File: src/hw/rtl/btf_pkg.sv
// Shared types, constants and saturation helpers for the brush tire force step.
`default_nettype none
package btf_pkg;

   localparam int CsrIdxW = 3;
   localparam int CfgW    = 31;

   // Register indexes of the configuration port
   localparam logic [CsrIdxW-1:0] CSR_RADIUS = 3'd0;
   localparam logic [CsrIdxW-1:0] CSR_MASS   = 3'd1;
   localparam logic [CsrIdxW-1:0] CSR_LSC    = 3'd2;
   localparam logic [CsrIdxW-1:0] CSR_ASC    = 3'd3;
   localparam logic [CsrIdxW-1:0] CSR_PF     = 3'd4;
   localparam logic [CsrIdxW-1:0] CSR_RC     = 3'd5;
   localparam logic [CsrIdxW-1:0] CSR_DT     = 3'd6;

   localparam logic [CfgW-1:0] RST_RADIUS = 31'd21627;
   localparam logic [CfgW-1:0] RST_MASS   = 31'd1310720;
   localparam logic [CfgW-1:0] RST_LSC    = 31'd65536;
   localparam logic [CfgW-1:0] RST_ASC    = 31'd65536;
   localparam logic [CfgW-1:0] RST_PF     = 31'd65536;
   localparam logic [CfgW-1:0] RST_RC     = 31'd983;
   localparam logic [CfgW-1:0] RST_DT     = 31'd1092;

   localparam logic [31:0] SLIP_LOCK_LIMIT = 32'd11469;
   localparam logic [30:0] SCREECH_SPEED   = 31'd327680;
   localparam logic [34:0] GAIN_FULL       = 35'd65536;
   localparam logic [31:0] TANA_FLOOR      = 32'd32768;
   localparam logic [63:0] Q_HALF          = 64'd32768;

   typedef enum logic [4:0] {
      OP_NONE, OP_LOAD, OP_R2, OP_INER, OP_INSET, OP_WC, OP_LS, OP_AS, OP_FMAX,
      OP_ROLL, OP_MB, OP_SLIP, OP_TANA, OP_FX0M, OP_FY0M, OP_G1, OP_G2, OP_SQ,
      OP_CMP, OP_DFX, OP_DFY, OP_FY, OP_NET, OP_NET2, OP_AIR, OP_ALPHA, OP_WNEW,
      OP_OUT
   } op_type;

   typedef enum logic [5:0] {
      ST_IDLE, ST_R2, ST_INER, ST_INSET, ST_WC, ST_LS, ST_AS, ST_FMAX, ST_ROLL,
      ST_MB, ST_SLIP, ST_SLIP_W, ST_TANA, ST_TANA_W, ST_FX0M, ST_FY0M, ST_G1,
      ST_G2, ST_SQ, ST_SQ_W, ST_CMP, ST_BR, ST_DFX, ST_DFX_W, ST_DFY, ST_DFY_W,
      ST_FY, ST_NET, ST_NET2, ST_AIR, ST_ALPHA_W, ST_ALPHA, ST_WNEW, ST_DONE
   } state_type;

   typedef struct packed {
      op_type op;
   } cmd_type;

   typedef struct packed {
      logic div_busy;
      logic sqrt_busy;
      logic contact;
      logic sliding;
   } status_type;

   // Apply a sign to a magnitude and saturate to 32 bits signed
   function automatic logic [31:0] sat_sign(input logic neg, input logic [63:0] m);
      logic [31:0] r;
      if (m >= 64'h8000_0000) begin
         r = neg ? 32'h8000_0000 : 32'h7fff_ffff;
      end else begin
         r = neg ? 32'(-m[31:0]) : m[31:0];
      end
      return r;
   endfunction

   // Saturate a wide signed sum to 32 bits signed
   function automatic logic [31:0] sat32(input logic signed [34:0] v);
      logic [31:0] r;
      if (v > 35'sh0_7fff_ffff) begin
         r = 32'h7fff_ffff;
      end else if (v < -35'sh0_8000_0000) begin
         r = 32'h8000_0000;
      end else begin
         r = v[31:0];
      end
      return r;
   endfunction

   function automatic logic [31:0] mag32(input logic signed [31:0] v);
      return v[31] ? 32'(-v) : v;
   endfunction

   // Rounded quotient numerator: (|a| << 16) + |b| / 2
   function automatic logic [63:0] qdiv_num(input logic [32:0] a, input logic [31:0] b);
      return {15'd0, a, 16'd0} + {33'd0, b[31:1]};
   endfunction

endpackage
`default_nettype wire

File: src/hw/rtl/btf_ctrl.sv
// Sequencer that steps the datapath through one tick and owns the handshakes.
`default_nettype none
module btf_ctrl (
   input  wire logic                clock,
   input  wire logic                reset,
   input  wire logic                req_tvalid,
   output logic                     req_tready,
   output logic                     rsp_tvalid,
   input  wire logic                rsp_tready,
   input  wire btf_pkg::status_type status,
   output btf_pkg::cmd_type         cmd
);
   import btf_pkg::*;

   state_type state_ff, state_in;
   logic      valid_ff, valid_in;
   logic      out_free;

   assign out_free = !valid_ff || rsp_tready;

   // Next state
   always_comb begin
      state_in = state_ff;
      unique case (state_ff)
         ST_IDLE:    if (req_tvalid) state_in = ST_R2;
         ST_R2:      state_in = ST_INER;
         ST_INER:    state_in = ST_INSET;
         ST_INSET:   state_in = status.contact ? ST_WC : ST_AIR;
         ST_WC:      state_in = ST_LS;
         ST_LS:      state_in = ST_AS;
         ST_AS:      state_in = ST_FMAX;
         ST_FMAX:    state_in = ST_ROLL;
         ST_ROLL:    state_in = ST_MB;
         ST_MB:      state_in = ST_SLIP;
         ST_SLIP:    state_in = ST_SLIP_W;
         ST_SLIP_W:  if (!status.div_busy) state_in = ST_TANA;
         ST_TANA:    state_in = ST_TANA_W;
         ST_TANA_W:  if (!status.div_busy) state_in = ST_FX0M;
         ST_FX0M:    state_in = ST_FY0M;
         ST_FY0M:    state_in = ST_G1;
         ST_G1:      state_in = ST_G2;
         ST_G2:      state_in = ST_SQ;
         ST_SQ:      state_in = ST_SQ_W;
         ST_SQ_W:    if (!status.sqrt_busy) state_in = ST_CMP;
         ST_CMP:     state_in = ST_BR;
         ST_BR:      state_in = status.sliding ? ST_DFX : ST_NET;
         ST_DFX:     state_in = ST_DFX_W;
         ST_DFX_W:   if (!status.div_busy) state_in = ST_DFY;
         ST_DFY:     state_in = ST_DFY_W;
         ST_DFY_W:   if (!status.div_busy) state_in = ST_FY;
         ST_FY:      state_in = ST_NET;
         ST_NET:     state_in = ST_NET2;
         ST_NET2:    state_in = ST_ALPHA_W;
         ST_AIR:     state_in = ST_ALPHA_W;
         ST_ALPHA_W: if (!status.div_busy) state_in = ST_ALPHA;
         ST_ALPHA:   state_in = ST_WNEW;
         ST_WNEW:    state_in = ST_DONE;
         ST_DONE:    if (out_free) state_in = ST_IDLE;
         default:    state_in = ST_IDLE;
      endcase
   end

   // Outputs: at most one datapath command per state
   always_comb begin
      cmd.op = OP_NONE;
      unique case (state_ff)
         ST_IDLE:  if (req_tvalid) cmd.op = OP_LOAD;
         ST_R2:    cmd.op = OP_R2;
         ST_INER:  cmd.op = OP_INER;
         ST_INSET: cmd.op = OP_INSET;
         ST_WC:    cmd.op = OP_WC;
         ST_LS:    cmd.op = OP_LS;
         ST_AS:    cmd.op = OP_AS;
         ST_FMAX:  cmd.op = OP_FMAX;
         ST_ROLL:  cmd.op = OP_ROLL;
         ST_MB:    cmd.op = OP_MB;
         ST_SLIP:  cmd.op = OP_SLIP;
         ST_TANA:  cmd.op = OP_TANA;
         ST_FX0M:  cmd.op = OP_FX0M;
         ST_FY0M:  cmd.op = OP_FY0M;
         ST_G1:    cmd.op = OP_G1;
         ST_G2:    cmd.op = OP_G2;
         ST_SQ:    cmd.op = OP_SQ;
         ST_CMP:   cmd.op = OP_CMP;
         ST_DFX:   cmd.op = OP_DFX;
         ST_DFY:   cmd.op = OP_DFY;
         ST_FY:    cmd.op = OP_FY;
         ST_NET:   cmd.op = OP_NET;
         ST_NET2:  cmd.op = OP_NET2;
         ST_AIR:   cmd.op = OP_AIR;
         ST_ALPHA: cmd.op = OP_ALPHA;
         ST_WNEW:  cmd.op = OP_WNEW;
         ST_DONE:  if (out_free) cmd.op = OP_OUT;
         default:  cmd.op = OP_NONE;
      endcase
   end

   // Result valid: set when the result register is loaded, drop when taken
   always_comb begin
      valid_in = valid_ff;
      if (rsp_tready) valid_in = 1'b0;
      if (state_ff == ST_DONE && out_free) valid_in = 1'b1;
   end

   always_ff @(posedge clock) begin
      if (reset) begin
         state_ff <= ST_IDLE;
         valid_ff <= 1'b0;
      end else begin
         state_ff <= state_in;
         valid_ff <= valid_in;
      end
   end

   assign req_tready = (state_ff == ST_IDLE);
   assign rsp_tvalid = valid_ff;

endmodule
`default_nettype wire

File: config.mk
export PLATFORM = sky130hd
export DESIGN_NAME = btf_ctrl
export DESIGN_NICKNAME = d
export VERILOG_FILES = /design/src/hw/rtl/btf_pkg.sv /design/src/hw/rtl/btf_ctrl.sv
export SDC_FILE = /design/constraint.sdc
export NUM_CORES = 1
export LEC_CHECK = 0
export BUFFER_PORTS_ARGS = -buffer_cell sky130_fd_sc_hd__buf_2
export CAP_MARGIN = 15
export CELL_PAD_IN_SITES_DETAIL_PLACEMENT = 1
export CELL_PAD_IN_SITES_GLOBAL_PLACEMENT = 2
export CORE_AREA = 10 10 70 72
export DETAILED_ROUTE_END_ITERATION = 16
export DIE_AREA = 0 0 80 82
export GPL_TIMING_DRIVEN = 0
export PLACE_DENSITY = 0.71
export REMOVE_ABC_BUFFERS = 1
export SETUP_SLACK_MARGIN = 0.4
export SLEW_MARGIN = 20
export SYNTH_ARGS = -nofsm -noshare
export SYNTH_HDL_FRONTEND = slang
export SYNTH_SLANG_ARGS = --single-unit
File: constraint.sdc
create_clock -name clock -period 1.5 [get_ports clock]
set_clock_uncertainty 0.05 [all_clocks]
set_input_delay 0.075 -clock clock [delete_from_list [all_inputs] [get_ports clock]]
set_output_delay 0.075 -clock clock [all_outputs]
set_load 0.03 [all_outputs]
### Word-level counts from Yosys, hierarchy flattened

Cells that the tools add are included.

* output and inout bits: 7
* register bits: 7

* equal/unequal tests: 41
* muxes and demuxes: 16
* reduce and logical (&&, ||, !) cells: 7

Operators by type and width (count)
* $pmux 6 s33: 1
* $pmux 5 s27: 1
* $eq 6x5->1 const B: 16
* $eq 6x4->1 const B: 8
* $mux 6: 8
* $eq 6x3->1 const B: 4
* $ne 2x2->1 const B: 8
* $eq 6x2->1 const B: 2
* $eq 6x6->1 const B: 2
* $mux 5: 2
* $reduce_and 8->1: 1
* $eq 6x1->1 const B: 1
* $logic_not 6->1: 1
* $mux 4: 1
* $mux 1: 3
* $reduce_bool 2->1: 1
* $reduce_or 2->1: 1
* $logic_and 1x1->1: 1
* $logic_not 1->1: 1
* $logic_or 1x1->1: 1

### Depth between registers and ports, before layout

Gate-level depths: netlist (run 1).

* word-level depth: 4
* gate-level depth with buffers: 7
* depth with buffers taken out: 5

### Worst setup path before layout (run 1)

No wires, ideal clock.

* kind: register to output
* from: register state_ff[3]
* to: output port cmd[1] (netlist name)
* path buffers: 2
* data arrival time: 1.686 ns
* path slack: -0.311 ns
* cell stages (with the launch flop): 8
* cells stage by stage: dfxtp_1 buf_6 buf_2 nand2b_1 o21ai_0 a21oi_1 a21oi_1 o21ai_0

RTL lines
* start: declaration: line btf_ctrl.sv:15 `state_type state_ff, state_in;`
* start signal: assignment: line btf_ctrl.sv:110 `state_ff <= state_in;`
* end: declaration: line btf_ctrl.sv:11 `output btf_pkg::cmd_type cmd`

### Worst setup path after layout (run 1)

* from: register state_ff[3]
* to: register state_ff[0]

* longest elaborated chain between the ends: 3
* elaborated cells between the ends (all ways): 45
* classes of those cells: 41 x eq/ne; 1 x mux; 3 x reduce/logical

Ends and longest elaborated chain
* $eq 6x5->1, or another cell as far along: line btf_ctrl.sv:24 `unique case (state_ff)`
* $reduce_or 2->1 (no line) / $ne 2x2->1 (equally long branches)
* $pmux 6 s33 / $reduce_and 8->1 (equally long branches)

Parallel ways exist; a longest one is shown, timed or not.
A chain may end at the register's enable or synchronous reset.

==> run metrics, run 1 <==
status finished, violations left; failing checks setup timing; CTS Buf Count 3; Critical Path AT 2.01 ns; HPWL after DPL 2240 µm; Mean Syn Cell Area 7.00 µm²; final hold viol count 0; Post-synth EDFFs 0; Worst setup EP type flop; CTS Sinks 7; Initial Utilization 0.268; layout cells sized above 1 0.452; area of the die 6560 µm²; Netlist cell types 54; number of core rows 22; Period minus WS final 1.90 ns; fill count 435; VDD IR max 0.606 mV; total congestion overflow 0; first-pass GRT wire length 6410 µm; Achievable Freq 525 MHz; global-route usage over all layers 0.122; Leak Pwr 0.574 nW; max_cap viols 0; Layout Cells excl Fill 216; Area contributors post-synth dfxtp_1, o21ai_0, a21oi_1; root buffer cell clkbuf_4; Critical Setup Path Class flop to flop; first-pass iteration count of the detailed router 4; Seq cells post-synth 7; nets 177; CTS tree built; 1st-iter DRT viols 95; die height 82 µm; DRC Markers 0; Final period util 1.27; mapped cell area 960 µm²; PnR Total Power 2.44 mW; Final Slew Violations 0; Die Wd 80 µm; post-synth top area share 0.146; RSZ-0062 raised after global routing yes; Main synth FF type dfxtp_1; FF+latch area 163 µm²; vias in the first global route 1247; Max clock buf depth 2; critical path data required time 1.61 ns; Startpoint Class flop; antenna violations before repair 0; # port buffers 14; worst setup margin -0.404 ns; vias 1243; Post-synth ARST share 0; Post-DP Area 1010 µm²; vias per inst 5.75; Post-Syn Instances 137; path category of the worst min-delay check input port to flop; setup total negative slack -3.12 ns; final WL 4210 µm; Clock Pin Slew Worst Setup and Hold Paths 0.06 ns; synth warn 0; PD cells 1710 nW/µm²; Worst slew margin 0.674; synth-to-layout area growth 49.3%; placed insts 184; post-synthesis sequential area ratio 0.146; # hold bufs at CTS 0; IO Pins 15; Final Instance Area 1430 µm²; # diodes 0; biggest area consumer among synthesized cells dfxtp_1; worst-skew pair later-pin latency 0.26 ns; largest net degree at the start of global routing 20; ANT nets after route 0; multi-input logic area 826 µm²; CP max FO 8; endpoints failing setup 11; CORE AREA 3580 µm²; Worst-Margin Slew 0.489 ns; DR WL/cell 19.5 µm; H-tree lvl count 1; routability congestion estimate 0.838
-- final timing paths --
check / from / endpoint / slack (ns) / cells past startpoint
min reg2reg: rsp_tvalid$_SDFFE_PP0P_ / rsp_tvalid$_SDFFE_PP0P_ / 0.55 / 2
min: reset / rsp_tvalid$_SDFFE_PP0P_ / 0.04 / 2
max: state_ff[3]$_SDFFE_PP0P_ / state_ff[0]$_SDFFE_PP0P_ / -0.40 / 6
max reg2reg: state_ff[3]$_SDFFE_PP0P_ / state_ff[0]$_SDFFE_PP0P_ / -0.40 / 6
-- synthesized netlist by cell type, types with 2 or more instances --
cell and n:
a21oi_1 9, nand4_1 5, nand2b_1 4, a31oi_1 4
buf_2 6, nor4bb_1 2, o22ai_1 5, or4_1 2
dfxtp_1 7, buf_1 2, nand2_1 7, buf_6 2
clkbuf_1 4, and3_1 2, xnor2_1 2, o31ai_1 2
o21ai_0 10, nor2b_1 4, nor3_1 4, nand3_1 4
inv_1 5, and2_1 3, xor2_1 2, nor2_1 10
-- registers in the layout, summed over array words and instances, names as in the netlist --
register	flops
rsp_tvalid	1
state_ff	6
-- worst max-delay path, cell delays in order (launching register included) --
cell,delay (ns)
dfxtp_4,0.44
buf_12,0.13
nor2b_4,0.05
a31oi_1,0.30
a211oi_4,0.15
or4_1,0.55
o211a_1,0.14
-- per-stage QoR --
stage               setup WS (ns)  utilization  hold WS (ns)
detailed placement          -1.09        0.281         0.320
CTS                        -0.366        0.368        0.0338
global placement            -1.08        0.281         0.326
floorplan                  -0.672            -        0.0941
finish                     -0.404        0.400        0.0449
global route               -0.472        0.400        0.0566
-- routing by layer --
metal / wire length (µm) / track usage / up-vias
met5: 0 / 0 / -
met3: 167 / 0.0153 / 4
met2: 2070 / 0.217 / 34
met1: 1920 / 0.145 / 625
li1: - / - / 580
met4: 56 / 0.0458 / 0
-- layout by cell type, fill, tap and decap left out, types with 4 or more instances in the layout --
cell type / instances
a31oi_1: 4
nand2_1: 7
nand4_1: 5
o21ai_0: 7
buf_2: 8
dfxtp_4: 6
nand3_1: 4
buf_6: 6
buf_4: 25
a21oi_1: 6
nor2_1: 9
-- layout make-up --
cell class	count	area share
timing repair buffer	42	0.234
sequential	7	0.114
clock buffer	4	0.0183
multi-input combinational	110	0.576
inverter	5	0.0157
tap	48	0.0419
-- power by group --
part	internal, mW	switching [mW]
clock	0.102	0.0801
sequential	0.248	0.122
combinational	0.859	1.03
-- cells by family (layout without fill, tap and decap cells) --
kind of cell | Yosys count | count (layout) | share of synthesized area
buffers and inverters | 20 | 51 | 0.106
AO/OA/AOI/OAI | 48 | 48 | 0.348
AND/OR/NAND/NOR | 58 | 58 | 0.364
flip-flops | 7 | 7 | 0.146
XOR/XNOR | 4 | 4 | 0.0365
-- what timing repair did --
item                                    4_1_cts  5_1_grt
resized for setup                            46        8
endpoints found under the setup margin       13       13
gates cloned                                  0        0
setup buffers                                18       10
pin swaps                                     4        2
Power figures use the tool's default switching activity.
==> inputs of run 2 (changes only) <==
Settings changed: CORE_AREA 10 10 70 72 to 10 10 65 67, DIE_AREA 0 0 80 82 to 0 0 75 77, PLACE_DENSITY 0.71 to 0.79.
Clock period 1.5 ns to 2.3 ns, I/O delays scaled along.
==> run 2 against run 1 <==
  * Register-to-register slack better by 0.77 ns
  * Global-route usage is 1.2 points higher
  * Fmax decreased by 1.5%
  * Via count decreased by 4.7%
  * Total power decreased by 44%
  * Clock-buffer cell count unchanged
  * Critical path depth did not move
  * The run now ends clean
  * Sequential share of layout area grew 2.0 points
  * Routed wire length shrank 4.9%
  * Critical path type unchanged
  * Setup slack better by 0.77 ns
  * First-iteration DRC count up 16%
  * Cell count fell by 13%
  * Highest routed layer unchanged
==> run metrics, run 2 (synthesis gave the netlist of run 1 again) <==
# port buffers 14 (unchanged); Biggest register state_ff (unchanged); worst hold endpoint rsp_tvalid$_SDFFE_PP0P_ (unchanged); Critical Path AT 2.02 ns (was 2.01 ns); total congestion overflow 0 (unchanged); vias 1184 (was 1243); Clock Pin Slew Worst Setup and Hold Paths 0.05 ns (was 0.06 ns); critical path data required time 2.39 ns (was 1.61 ns); Die Wd 75 µm (was 80 µm); layout cells sized above 1 0.335 (was 0.452); # diodes 0 (unchanged); CTS Buf Count 3 (unchanged); Worst setup EP type flop (unchanged); vias in the first global route 1241 (was 1247); PnR Total Power 1.37 mW (was 2.44 mW); Initial Utilization 0.322 (was 0.268); Final Instance Area 1220 µm² (was 1430 µm²); CORE AREA 2980 µm² (was 3580 µm²); # hold bufs at CTS 0 (unchanged); Worst slew margin 0.747 (was 0.674); synth-to-layout area growth 27.0% (was 49.3%); number of core rows 20 (was 22); hold depth 2 (unchanged); area of the die 5780 µm² (was 6560 µm²); path category of the worst min-delay check input port to flop (unchanged); fill count 366 (was 435); Top delay family on crit path compound AO/OA/AOI/OAI gates (was simple AND/OR/NAND/NOR gates); WP buf/inv 1 (unchanged); routability congestion estimate 0.809 (was 0.838); CP Cell Sequence buf_2 > xor2_1 > nand3_1 > a211oi_4 > nor3_1 > o31ai_1 (was buf_12 > nor2b_4 > a31oi_1 > a211oi_4 > or4_1 > o211a_1); Hold WS 0.117 ns (was 0.0449 ns); hold path startpoint reset (unchanged); CTS tree built (unchanged); vias per inst 6.30 (was 5.75); first-pass iteration count of the detailed router 4 (unchanged); commonest non-fill, non-tap cell in the layout buf_4 (unchanged); endpoints failing setup 0 (was 11); worst-skew pair later-pin latency 0.24 ns (was 0.26 ns); R2R Path End state_ff[1]$_SDFFE_PP0P_ (was state_ff[0]$_SDFFE_PP0P_); nets 164 (was 177); largest net degree at the start of global routing 20 (unchanged); VDD IR max 0.341 mV (was 0.606 mV); IO Pins 15 (unchanged); Achievable Freq 518 MHz (was 525 MHz); Period minus WS final 1.93 ns (was 1.90 ns); Worst-Margin Slew 0.376 ns (was 0.489 ns); antenna violations before repair 0 (unchanged); most frequent cells in the layout buf_4, buf_2, o21ai_0, nor2_1, a21oi_1 (was buf_4, nor2_1, buf_2, o21ai_0, nand2_1); final WL 4000 µm (was 4210 µm); Critical Setup Path Class flop to flop (unchanged); Leak Pwr 0.483 nW (was 0.574 nW); Max clock buf depth 2 (unchanged); worst r2r src state_ff[2]$_SDFFE_PP0P_ (was state_ff[3]$_SDFFE_PP0P_); Largest register FFs 6 (unchanged); status finished clean (was finished, violations left); H-tree lvl count 1 (unchanged); Startpoint Class flop (unchanged); RSZ-0062 raised after global routing yes (unchanged); max_cap viols 0 (unchanged); DR WL/cell 21.3 µm (was 19.5 µm); ANT nets after route 0 (unchanged); HPWL after DPL 2220 µm (was 2240 µm); max incr delay on CP 0.42 ns (was 0.55 ns); R2R setup slack 0.37 ns (was -0.40 ns); DRC Markers 0 (unchanged); CTS Sinks 7 (unchanged); global-route usage over all layers 0.134 (was 0.122); final hold viol count 0 (unchanged); Critical-path top delay cell a211oi_4 (was or4_1); 1st-iter DRT viols 110 (was 95); root buffer cell clkbuf_4 (unchanged); first-pass GRT wire length 6250 µm (was 6410 µm); Final period util 0.840 (was 1.27); PD cells 1120 nW/µm² (was 1710 nW/µm²); CP max FO 7 (was 8); Post-DP Area 988 µm² (was 1010 µm²); Final Slew Violations 0 (unchanged); die height 77 µm (was 82 µm); reg2reg path depth 6 (unchanged)
## run 2: cell type report
class / count / area, µm² / share of cell area
multi-input cells: 110 / 774 / 0.636
well taps: 33 / 41.3 / 0.0339
clock buffers: 4 / 26.3 / 0.0216
inverters: 5 / 18.8 / 0.0154
repair buffers: 29 / 195 / 0.160
flip-flops and latches: 7 / 163 / 0.133
## run 2: how the worst max path moves through the flow
stage | from | end | slack (ns) | depth (start not counted)
after floorplan | state_ff[0]$_SDFFE_PP0P_ | cmd[1] | 0.09 | 5
after global routing | state_ff[3]$_SDFFE_PP0P_ | cmd[3] | 0.29 | 6
after CTS | state_ff[5]$_SDFFE_PP0P_ | cmd[3] | 0.40 | 6
final | state_ff[2]$_SDFFE_PP0P_ | state_ff[1]$_SDFFE_PP0P_ | 0.37 | 6
after global placement | state_ff[0]$_SDFFE_PP0P_ | state_ff[0]$_SDFFE_PP0P_ | -0.23 | 5
after detailed placement | state_ff[0]$_SDFFE_PP0P_ | state_ff[0]$_SDFFE_PP0P_ | -0.31 | 5
## run 2: repair_timing
item / CTS / global route
gates resized for setup: 21 / 11
setup buffers: 5 / 10
pin swaps: 2 / 1
setup endpoints to repair: 12 / 9
## run 2: per-layer routing
layer,part of all wire,track usage
met5,0,0
met4,0.032,0.0549
met3,0.041,0.0219
met2,0.49,0.217
met1,0.44,0.167
## run 2: through the flow
step	utilization	std cells	TNS [ns]	setup slack [ns]
global placement	0.332	169	-0.964	-0.229
finish	0.409	188	0	0.368
global route	0.409	188	0	0.290
CTS	0.372	178	0	0.397
floorplan	-	122	0	0.0881
detailed placement	0.332	169	-1.27	-0.305
## run 2: where the power goes
group | switching, mW | internal, mW | total, mW
Sequential | 0.102 | 0.162 | 0.264
Clock | 0.0439 | 0.0661 | 0.110
Combinational | 0.583 | 0.414 | 0.997
Total | 0.729 | 0.642 | 1.37
## run 2: worst register-to-register path: stages, from the launching register on
cell and delay [ns]:
dfxtp_4 0.40, buf_2 0.20, xor2_1 0.18, nand3_1 0.16
a211oi_4 0.42, nor3_1 0.16, o31ai_1 0.25
